$ cat src/ecpr_pkg.sv
// ----------------------------------------------------------------------------
// ecpr_pkg
// Shared types, field widths and command/status bundles for the enhanced
// clock page replacement block.
// ----------------------------------------------------------------------------
package ecpr_pkg;

  localparam int FRAMES_DEFAULT = 64;

  localparam int ACTION_W    = 2;
  localparam int INDEX_W     = 6;
  localparam int VICTIM_W    = 6;
  localparam int COUNT_W     = 7;
  localparam int IN_TDATA_W  = 8;
  localparam int OUT_TDATA_W = 8;

  localparam logic [COUNT_W-1:0] COUNT_RESET = 7'd64;

  typedef enum logic [ACTION_W-1:0] {
    ACT_REFERENCE = 2'd0,
    ACT_INSTALL   = 2'd1,
    ACT_RELEASE   = 2'd2,
    ACT_SELECT    = 2'd3
  } action_t;

  // Per-frame entry as stored in the frame table
  typedef struct packed {
    logic occ;
    logic used;
    logic modified;
  } entry_t;

  // Controller to datapath
  typedef struct packed {
    logic clear;
    logic load_item;
    logic start_scan;
    logic rd_item;
    logic rd_hand;
    logic wr_item;
    logic scan_eval;
    logic post;
  } cmd_t;

  // Datapath to controller
  typedef struct packed {
    logic clr_last;
    logic scan_end;
    logic out_free;
  } stat_t;

endpackage

$ cat src/ecpr_ram.sv
// ----------------------------------------------------------------------------
// ecpr_ram
// Generic single-port-write, single-port-read RAM with registered read data.
// ----------------------------------------------------------------------------
module ecpr_ram #(
  parameter int WIDTH = 8,
  parameter int DEPTH = 64
) (
  input  logic                                  clk,
  input  logic                                  we,
  input  logic [(DEPTH > 1 ? $clog2(DEPTH) : 1)-1:0] waddr,
  input  logic [WIDTH-1:0]                      wdata,
  input  logic                                  re,
  input  logic [(DEPTH > 1 ? $clog2(DEPTH) : 1)-1:0] raddr,
  output logic [WIDTH-1:0]                      rdata
);

  logic [WIDTH-1:0] mem [DEPTH];

  always_ff @(posedge clk) begin
    if (we) begin
      mem[waddr] <= wdata;
    end
    if (re) begin
      rdata <= mem[raddr];
    end
  end

endmodule

$ cat src/ecpr_ctrl.sv
// ----------------------------------------------------------------------------
// ecpr_ctrl
// Sequencer for the replacement block: clearing pass, item decode, table
// read/write steps, clock scan loop and result posting.
// ----------------------------------------------------------------------------
module ecpr_ctrl
  import ecpr_pkg::*;
(
  input  logic                clk,
  input  logic                rst,
  input  logic                s_tvalid,
  input  logic [ACTION_W-1:0] s_tuser,
  output logic                s_tready,
  input  stat_t               stat,
  output cmd_t                cmd
);

  typedef enum logic [7:0] {
    ST_CLEAR      = 8'b0000_0001,
    ST_IDLE       = 8'b0000_0010,
    ST_ITEM_RD    = 8'b0000_0100,
    ST_ITEM_WR    = 8'b0000_1000,
    ST_SCAN_START = 8'b0001_0000,
    ST_SCAN_RD    = 8'b0010_0000,
    ST_SCAN_EV    = 8'b0100_0000,
    ST_POST       = 8'b1000_0000
  } state_t;

  state_t  state;
  state_t  state_next;
  action_t in_action;

  assign in_action = action_t'(s_tuser);
  assign s_tready  = (state == ST_IDLE);

  always_comb begin
    state_next = state;
    cmd        = '0;
    unique case (state)
      ST_CLEAR: begin
        cmd.clear = 1'b1;
        if (stat.clr_last) begin
          state_next = ST_IDLE;
        end
      end
      ST_IDLE: begin
        if (s_tvalid) begin
          cmd.load_item = 1'b1;
          unique case (in_action)
            ACT_SELECT:    state_next = ST_SCAN_START;
            ACT_REFERENCE: state_next = ST_ITEM_RD;
            ACT_INSTALL,
            ACT_RELEASE:   state_next = ST_ITEM_WR;
            default:       state_next = ST_ITEM_WR;
          endcase
        end
      end
      ST_ITEM_RD: begin
        cmd.rd_item = 1'b1;
        state_next  = ST_ITEM_WR;
      end
      ST_ITEM_WR: begin
        cmd.wr_item = 1'b1;
        state_next  = ST_POST;
      end
      ST_SCAN_START: begin
        cmd.start_scan = 1'b1;
        state_next     = ST_SCAN_RD;
      end
      ST_SCAN_RD: begin
        cmd.rd_hand = 1'b1;
        state_next  = ST_SCAN_EV;
      end
      ST_SCAN_EV: begin
        cmd.scan_eval = 1'b1;
        state_next    = stat.scan_end ? ST_POST : ST_SCAN_RD;
      end
      ST_POST: begin
        if (stat.out_free) begin
          cmd.post   = 1'b1;
          state_next = ST_IDLE;
        end
      end
      default: begin
        state_next = ST_IDLE;
      end
    endcase
  end

  always_ff @(posedge clk) begin
    if (rst) begin
      state <= ST_CLEAR;
    end else begin
      state <= state_next;
    end
  end

  // One item at a time: nothing new is taken right after an accept
  a_single_item: assert property (@(posedge clk) disable iff (rst)
    cmd.load_item |=> !s_tready)
    else $error("ecpr_ctrl: request accepted while previous one in flight");

  // A result is only posted into a free output register
  a_post_free: assert property (@(posedge clk) disable iff (rst)
    (state == ST_POST) && !stat.out_free |=> (state == ST_POST))
    else $error("ecpr_ctrl: left post state with output register full");

  // Clearing pass finishes before any request is taken
  a_clear_first: assert property (@(posedge clk) disable iff (rst)
    (state == ST_CLEAR) |-> !cmd.load_item && !cmd.post)
    else $error("ecpr_ctrl: activity during clearing pass");

endmodule

$ cat src/ecpr_dp.sv
// ----------------------------------------------------------------------------
// ecpr_dp
// Datapath: frame table RAM, clock hand, scan counters, frame count register
// and the output result register.
// ----------------------------------------------------------------------------
module ecpr_dp
  import ecpr_pkg::*;
#(
  parameter int FRAMES = FRAMES_DEFAULT
) (
  input  logic                   clk,
  input  logic                   rst,
  input  logic                   cfg_valid,
  input  logic [COUNT_W-1:0]     cfg_data,
  input  logic [IN_TDATA_W-1:0]  s_tdata,
  input  logic [ACTION_W-1:0]    s_tuser,
  input  cmd_t                   cmd,
  output stat_t                  stat,
  output logic                   m_tvalid,
  input  logic                   m_tready,
  output logic [OUT_TDATA_W-1:0] m_tdata,
  output logic                   m_tuser
);

  localparam int FW = (FRAMES > 1) ? $clog2(FRAMES) : 1;
  localparam int CW = $clog2(FRAMES + 1);
  localparam int LW = (CW > COUNT_W) ? CW : COUNT_W;
  localparam logic [LW-1:0] FRAMES_L = LW'(FRAMES);

  logic [COUNT_W-1:0]  frame_count;
  action_t             act;
  logic [INDEX_W-1:0]  idx;
  logic                wr;
  logic [FW-1:0]       hand;
  logic [FW-1:0]       hand_saved;
  logic [LW-1:0]       step;
  logic [1:0]          pass;
  logic                seen;
  logic [FW-1:0]       clr_addr;
  logic [VICTIM_W-1:0] res_frame;
  logic                res_dirty;
  logic                res_none;

  logic [LW-1:0] n_live;
  logic [LW-1:0] fc_l;
  logic [LW-1:0] hand_l;
  logic [LW-1:0] hand_inc;
  logic [FW-1:0] hand_adv;
  logic          in_range;
  logic          last_step;
  logic          hit;
  logic          seen_next;
  logic          empty;
  logic          exhausted;

  logic          ram_we;
  logic [FW-1:0] ram_waddr;
  entry_t        ram_wdata;
  logic          ram_re;
  logic [FW-1:0] ram_raddr;
  entry_t        rdata;

  // Effective frame count: zero acts as one, oversize clamps to FRAMES
  assign fc_l = LW'(frame_count);
  always_comb begin
    if (frame_count == '0) begin
      n_live = LW'(1);
    end else if (fc_l > FRAMES_L) begin
      n_live = FRAMES_L;
    end else begin
      n_live = fc_l;
    end
  end

  assign in_range  = LW'(idx) < n_live;
  assign hand_l    = LW'(hand);
  assign hand_inc  = hand_l + LW'(1);
  assign hand_adv  = (hand_inc >= n_live) ? '0 : FW'(hand_inc);
  assign last_step = (step == n_live - LW'(1));

  // Scan decision on the entry under the hand
  assign hit       = rdata.occ && (pass[0] ? !rdata.used : (!rdata.used && !rdata.modified));
  assign seen_next = seen || rdata.occ;
  assign empty     = last_step && (pass == 2'd0) && !seen_next;
  assign exhausted = last_step && (pass == 2'd3);

  assign stat.clr_last = (clr_addr == FW'(FRAMES - 1));
  assign stat.scan_end = hit || empty || exhausted;
  assign stat.out_free = !m_tvalid || m_tready;

  assign ram_re    = cmd.rd_item || cmd.rd_hand;
  assign ram_raddr = cmd.rd_hand ? hand : FW'(idx);

  always_comb begin
    ram_we    = 1'b0;
    ram_waddr = hand;
    ram_wdata = '0;
    if (cmd.clear) begin
      ram_we    = 1'b1;
      ram_waddr = clr_addr;
    end else if (cmd.wr_item) begin
      ram_waddr = FW'(idx);
      unique case (act)
        ACT_REFERENCE: begin
          ram_we    = in_range && rdata.occ;
          ram_wdata = '{occ: 1'b1, used: 1'b1, modified: rdata.modified || wr};
        end
        ACT_INSTALL: begin
          ram_we    = in_range;
          ram_wdata = '{occ: 1'b1, used: 1'b1, modified: 1'b0};
        end
        ACT_RELEASE: begin
          ram_we    = in_range;
          ram_wdata = '0;
        end
        ACT_SELECT: begin
          ram_we = 1'b0;
        end
        default: begin
          ram_we = 1'b0;
        end
      endcase
    end else if (cmd.scan_eval) begin
      if (hit) begin
        ram_we    = 1'b1;
        ram_wdata = '{occ: 1'b1, used: 1'b1, modified: 1'b0};
      end else if (rdata.occ && pass[0] && rdata.used) begin
        // second-chance pass: clear the use bit as the hand goes by
        ram_we    = 1'b1;
        ram_wdata = '{occ: 1'b1, used: 1'b0, modified: rdata.modified};
      end
    end
  end

  ecpr_ram #(
    .WIDTH($bits(entry_t)),
    .DEPTH(FRAMES)
  ) u_table (
    .clk  (clk),
    .we   (ram_we),
    .waddr(ram_waddr),
    .wdata(ram_wdata),
    .re   (ram_re),
    .raddr(ram_raddr),
    .rdata(rdata)
  );

  // Control state
  always_ff @(posedge clk) begin
    if (rst) begin
      frame_count <= COUNT_RESET;
      hand        <= '0;
      clr_addr    <= '0;
      m_tvalid    <= 1'b0;
    end else begin
      if (cfg_valid) begin
        frame_count <= cfg_data;
      end
      if (cmd.clear) begin
        clr_addr <= clr_addr + FW'(1);
      end
      if (cmd.start_scan && (hand_l >= n_live)) begin
        hand <= '0;
      end
      if (cmd.scan_eval) begin
        hand <= (empty && !hit) ? hand_saved : hand_adv;
      end
      if (cmd.post) begin
        m_tvalid <= 1'b1;
      end else if (m_tready) begin
        m_tvalid <= 1'b0;
      end
    end
  end

  // Item payload, scan counters and result
  always_ff @(posedge clk) begin
    if (cmd.load_item) begin
      act       <= action_t'(s_tuser);
      idx       <= s_tdata[INDEX_W-1:0];
      wr        <= s_tdata[INDEX_W];
      res_frame <= '0;
      res_dirty <= 1'b0;
      res_none  <= 1'b0;
    end
    if (cmd.start_scan) begin
      hand_saved <= hand;
      step       <= '0;
      pass       <= 2'd0;
      seen       <= 1'b0;
    end
    if (cmd.scan_eval) begin
      if (hit) begin
        res_frame <= VICTIM_W'(hand);
        res_dirty <= rdata.modified;
      end else begin
        if (empty || exhausted) begin
          res_none <= 1'b1;
        end
        step <= last_step ? '0 : step + LW'(1);
        pass <= pass + 2'(last_step);
        seen <= seen_next;
      end
    end
    if (cmd.post) begin
      m_tdata <= OUT_TDATA_W'({res_dirty, res_frame});
      m_tuser <= res_none;
    end
  end

  a_post_valid: assert property (@(posedge clk) disable iff (rst)
    cmd.post |=> m_tvalid)
    else $error("ecpr_dp: posted result not presented");

  a_none_zero: assert property (@(posedge clk) disable iff (rst)
    m_tvalid && m_tuser |-> (m_tdata == '0))
    else $error("ecpr_dp: none_found result carries a frame");

  a_step_bound: assert property (@(posedge clk) disable iff (rst)
    cmd.scan_eval |-> (step < n_live))
    else $error("ecpr_dp: scan step beyond frame count");

  a_port_split: assert property (@(posedge clk) disable iff (rst)
    !(ram_we && ram_re))
    else $error("ecpr_dp: table read and write in the same cycle");

endmodule

$ cat src/enhanced_clock_page_replacement.sv
// ----------------------------------------------------------------------------
// enhanced_clock_page_replacement
// Enhanced second-chance (clock) frame replacement with occupied, use and
// modified bits per frame and one clock hand.
// ----------------------------------------------------------------------------
// After reset the block runs a clearing pass over the frame table, during
// which s_tready stays low (frame_count writes are taken as usual). A request
// then steps through: install or release accept, write, post; reference
// accept, read, write back, post; select accept, scan start, a read and an
// evaluate per frame the hand visits, then post. Each hand step reads the
// single frame table RAM and writes back where it clears the use bit or takes
// a victim. Requests are handled one at a time; a finished result sits in the
// output register while the next request is accepted and worked on. Every
// request yields exactly one result; for anything but a select the
// result is all zero. frame_count may only be written while the block is idle.
// ----------------------------------------------------------------------------
module enhanced_clock_page_replacement
  import ecpr_pkg::*;
#(
  parameter int FRAMES = FRAMES_DEFAULT
) (
  input  logic                   clk,
  input  logic                   rst,
  // frame_count write
  input  logic                   cfg_valid,
  output logic                   cfg_ready,
  input  logic [COUNT_W-1:0]     cfg_data,
  // request stream
  input  logic                   s_tvalid,
  output logic                   s_tready,
  input  logic [IN_TDATA_W-1:0]  s_tdata,   // [5:0] frame_index, [6] is_write, [7] zero
  input  logic [ACTION_W-1:0]    s_tuser,   // [1:0] action
  // result stream
  output logic                   m_tvalid,
  input  logic                   m_tready,
  output logic [OUT_TDATA_W-1:0] m_tdata,   // [5:0] victim_frame, [6] victim_was_dirty, [7] zero
  output logic                   m_tuser    // [0] none_found
);

  cmd_t  cmd;
  stat_t stat;

  // frame_count is a plain register: always ready
  assign cfg_ready = 1'b1;

  // Sequencer: owns the request handshake and steps the datapath
  ecpr_ctrl u_ctrl (
    .clk     (clk),
    .rst     (rst),
    .s_tvalid(s_tvalid),
    .s_tuser (s_tuser),
    .s_tready(s_tready),
    .stat    (stat),
    .cmd     (cmd)
  );

  // Frame table, hand, scan counters and output register
  ecpr_dp #(
    .FRAMES(FRAMES)
  ) u_dp (
    .clk      (clk),
    .rst      (rst),
    .cfg_valid(cfg_valid),
    .cfg_data (cfg_data),
    .s_tdata  (s_tdata),
    .s_tuser  (s_tuser),
    .cmd      (cmd),
    .stat     (stat),
    .m_tvalid (m_tvalid),
    .m_tready (m_tready),
    .m_tdata  (m_tdata),
    .m_tuser  (m_tuser)
  );

endmodule
$ cat config.mk
export PLATFORM = sky130hd
export DESIGN_NAME = enhanced_clock_page_replacement
export DESIGN_NICKNAME = d
export VERILOG_FILES = /design/src/ecpr_pkg.sv /design/src/ecpr_ram.sv /design/src/ecpr_ctrl.sv /design/src/ecpr_dp.sv /design/src/enhanced_clock_page_replacement.sv
export SDC_FILE = /design/constraint.sdc
export NUM_CORES = 1
export LEC_CHECK = 0
export ABC_AREA = 1
export ABC_CLOCK_PERIOD_IN_PS = 9100
export BUFFER_PORTS_ARGS = -buffer_cell sky130_fd_sc_hd__buf_2
export CAP_MARGIN = 20
export CORE_ASPECT_RATIO = 1.75
export CORE_UTILIZATION = 65
export CTS_BUF_LIST = sky130_fd_sc_hd__clkbuf_16
export CTS_CLUSTER_SIZE = 20
export DETAILED_ROUTE_END_ITERATION = 12
export PLACE_DENSITY = 0.82
export RECOVER_POWER = 25
export SYNTH_ARGS = -nofsm -noshare
export SYNTH_HDL_FRONTEND = slang
export SYNTH_SLANG_ARGS = --single-unit
$ cat constraint.sdc
create_clock -name clk -period 9.1 [get_ports clk]
set_clock_uncertainty 0.2 [all_clocks]
set_input_delay 1.82 -clock clk [delete_from_list [all_inputs] [get_ports clk]]
set_output_delay 1.82 -clock clk [all_outputs]
set_load 0.01 [all_outputs]
==> metrics.yaml <==
vias: 9876
grt_pass1_vias: 9906
synth_area_leaders: "edfxtp_1 (51%), nand2_1 (9.4%), nand3_1 (8.4%)"
cts-root-buf: "clkbuf_16"
max_cap_viol_count: 2
antenna_cells: 0
clockBufferDepth: 3
tightest_slew_ps: 2900
cp_top_family: "simple AND/OR/NAND/NOR gates"
drtIter0Drc: 711
drt_pre_antenna_iters: 6
place_hpwl_um: 20000
synth_compound_area_share_pct: 4.47
cts_resized: 0
die_w_um: 108
vias_per_cell: 5.89
rows: 67
status: "finished, violations left"
ys.flop_type: "edfxtp_1"
synth_seq_cells: 264
hold_viol: 0
p_leak_nw: 5.95
synth_xor_area_share_pct: 0.681
syn2layout_area_growth_pct: 8.82
place.gp.congestion: 0.926
grt_max_degree: 96
rsz0062_at_grt: "no"
dieHeight_um: 188
start_kind: "flop"
gr-usage-all-layers_pct: 31.3
drtAntennaViolNets: 0
initial_core_util_pct: 66.7
synth_top_area_share_pct: 50.9
cts.sink_count: 264
wl_per_cell_um: 18.4
post_cts_buffers: 0
postSynth.asyncResetShare_pct: 0
synth_mux_area_share_pct: 0
hold_path.class: "reg -> reg"
yosysMostFrequentCell: "nand2_1"
synth.distinct_cells: 51
ir_worst_vdd_uv: 184
clock_latency_ps: 510
critPathArrivalTime_ps: 5860
max_stage_delay_ps: 2060
maxSlewHeadroom_pct: -93.6
syn_area_per_cell_sq_um: 9.18
violations: "max-capacitance violations, max-slew violations"
port_buffers: 30
finalSetupViolations: 0
dieArea_sq_mm: 0.0204
yosysSeqAreaShare_pct: 58.1
drc: 0
slew_violations: 78
syn_area_sq_mm: 0.0129
critPathCaptureType: "flop"
antenna_found_initial: 0
syn-num-nets: 1450
synth_edf_count: 218
drt_wl_total_um: 30800
path_clk_slew_ps: 70
grt_pass1_wl_um: 48300
fmax_mhz: 162
period_needed_ps: 6170
critical_path_peak_fanout: 64
final.setup.tns_ps: 0
post-route-period-util_pct: 67.8
cts_buffers: 23
cts.hold.buffers_added: 0
cts_tree: "yes"
synth_warnings: 0
yosys.area_share.simple_pct: 24.9
p_total_mw: 2.75
synth_fa_ha_area_share_pct: 2.63
syn_inst: 1401
ctsHtreeMaxLevel: 1
io_pins: 34
worstSetupPathType: "reg -> reg"
p_per_area_mw_per_mm2: 196
overflow: 0
synth_top_cell_by_area: "edfxtp_1"
synth_top_family_by_area: "simple AND/OR/NAND/NOR gates"
fp.coreArea_sq_mm: 0.0193
worstPathCellList: "inv_1 > nand2_2 > nor2_1 > clkinv_1 > nor4_1 > nand3_1 > a21oi_4 > clkbuf_1"
crit_slowest_cell: "clkbuf_1"
fin_nets: 1468
required_ps: 8800
drive_gt1_share_pct: 7.80
synthTopCellsByCount: "nand2_1 (321), inv_1 (236), edfxtp_1 (218)"
cp_num_buf_inv: 3
-- kinds of logic after synthesis --
kind of cell	count (synthesis)
DFF	264
other	2
buffers and inverters	297
adders and majority gates	27
and+or+nand+nor	706
AOI/OAI and AO/OA	95
xor gates and xnor gates	10
-- registers in the layout (all words and copies together) (netlist names), 3 cells and up --
name                count
u_dp.res_frame          6
u_dp.m_tdata            7
u_dp.hand               6
u_dp.fc_l               7
u_dp.clr_addr           6
u_dp.idx                6
u_ctrl.state            8
u_dp.u_table.mem      192
u_dp.step               7
u_dp.hand_saved         6
u_dp.u_table.rdata      3
-- per-layer routing --
| metal | track usage (%) | vias up | share of wire (%) |
|---|---|---|---|
| li1 | - | 4643 | - |
| met1 | 31.8 | 4635 | 33 |
| met2 | 56.6 | 461 | 53 |
| met3 | 3.68 | 137 | 5.9 |
| met4 | 24.2 | 0 | 7.6 |
| met5 | 0 | - | 0 |
-- cell usage in the layout (no fill, tap or decap), types with 15 or more instances in the layout --
cell type / n
nand3_1: 217
clkbuf_1: 15
clkbuf_16: 23
buf_2: 18
o21ai_0: 27
ha_1: 27
edfxtp_1: 218
a21oi_1: 33
inv_1: 240
nand2_1: 320
nor2_1: 100
nand4_1: 15
dfxtp_1: 46
-- per-stage QoR --
| step | instance area [sq um] | setup WS (ps) | std cells | util (%) | hold WS, ps |
|---|---|---|---|---|---|
| after floorplan | 12900 | 5290 | 1401 | - | 209 |
| after detailed placement | 13200 | 5650 | 1635 | 68.4 | 216 |
| after CTS | 14000 | 5170 | 1676 | 72.9 | 237 |
| after global placement | 13200 | 5690 | 1635 | 68.4 | 220 |
| final | 14000 | 2930 | 1676 | 72.6 | 242 |
| after global routing | 14000 | 2590 | 1676 | 72.6 | 248 |
-- cell type report --
cell class / instances / area [sq um]
Inverter: 250 / 941
Sequential cell: 264 / 7470
Fill cell: 1386 / 5290
Clock inverter: 18 / 277
Multi-Input combinational cell: 840 / 4240
Timing Repair Buffer: 40 / 199
Tap cell: 241 / 302
Clock buffer: 23 / 576
-- worst paths after layout --
check / startpoint / to / slack, ps / cells past startpoint
min reg2reg: u_dp.res_frame[0]$_DFF_P_ / u_dp.m_tdata[0]$_DFFE_PP_ / 240 / 0
max reg2reg: u_ctrl.state[3]$_SDFFE_PP0P_ / u_dp.u_table.mem[55][0]$_DFFE_PP_ / 2930 / 8
min: u_dp.res_frame[0]$_DFF_P_ / u_dp.m_tdata[0]$_DFFE_PP_ / 240 / 0
max: u_ctrl.state[3]$_SDFFE_PP0P_ / u_dp.u_table.mem[55][0]$_DFFE_PP_ / 2930 / 8
-- where the power goes --
| group | leakage, nW | internal [mW] | total [mW] | switching (mW) |
|---|---|---|---|---|
| Combinational | 2.79 | 0.0721 | 0.275 | 0.203 |
| Clock | 0.416 | 0.663 | 1.10 | 0.437 |
| Sequential | 2.74 | 1.35 | 1.37 | 0.0235 |
Power figures use the tool's default switching activity.
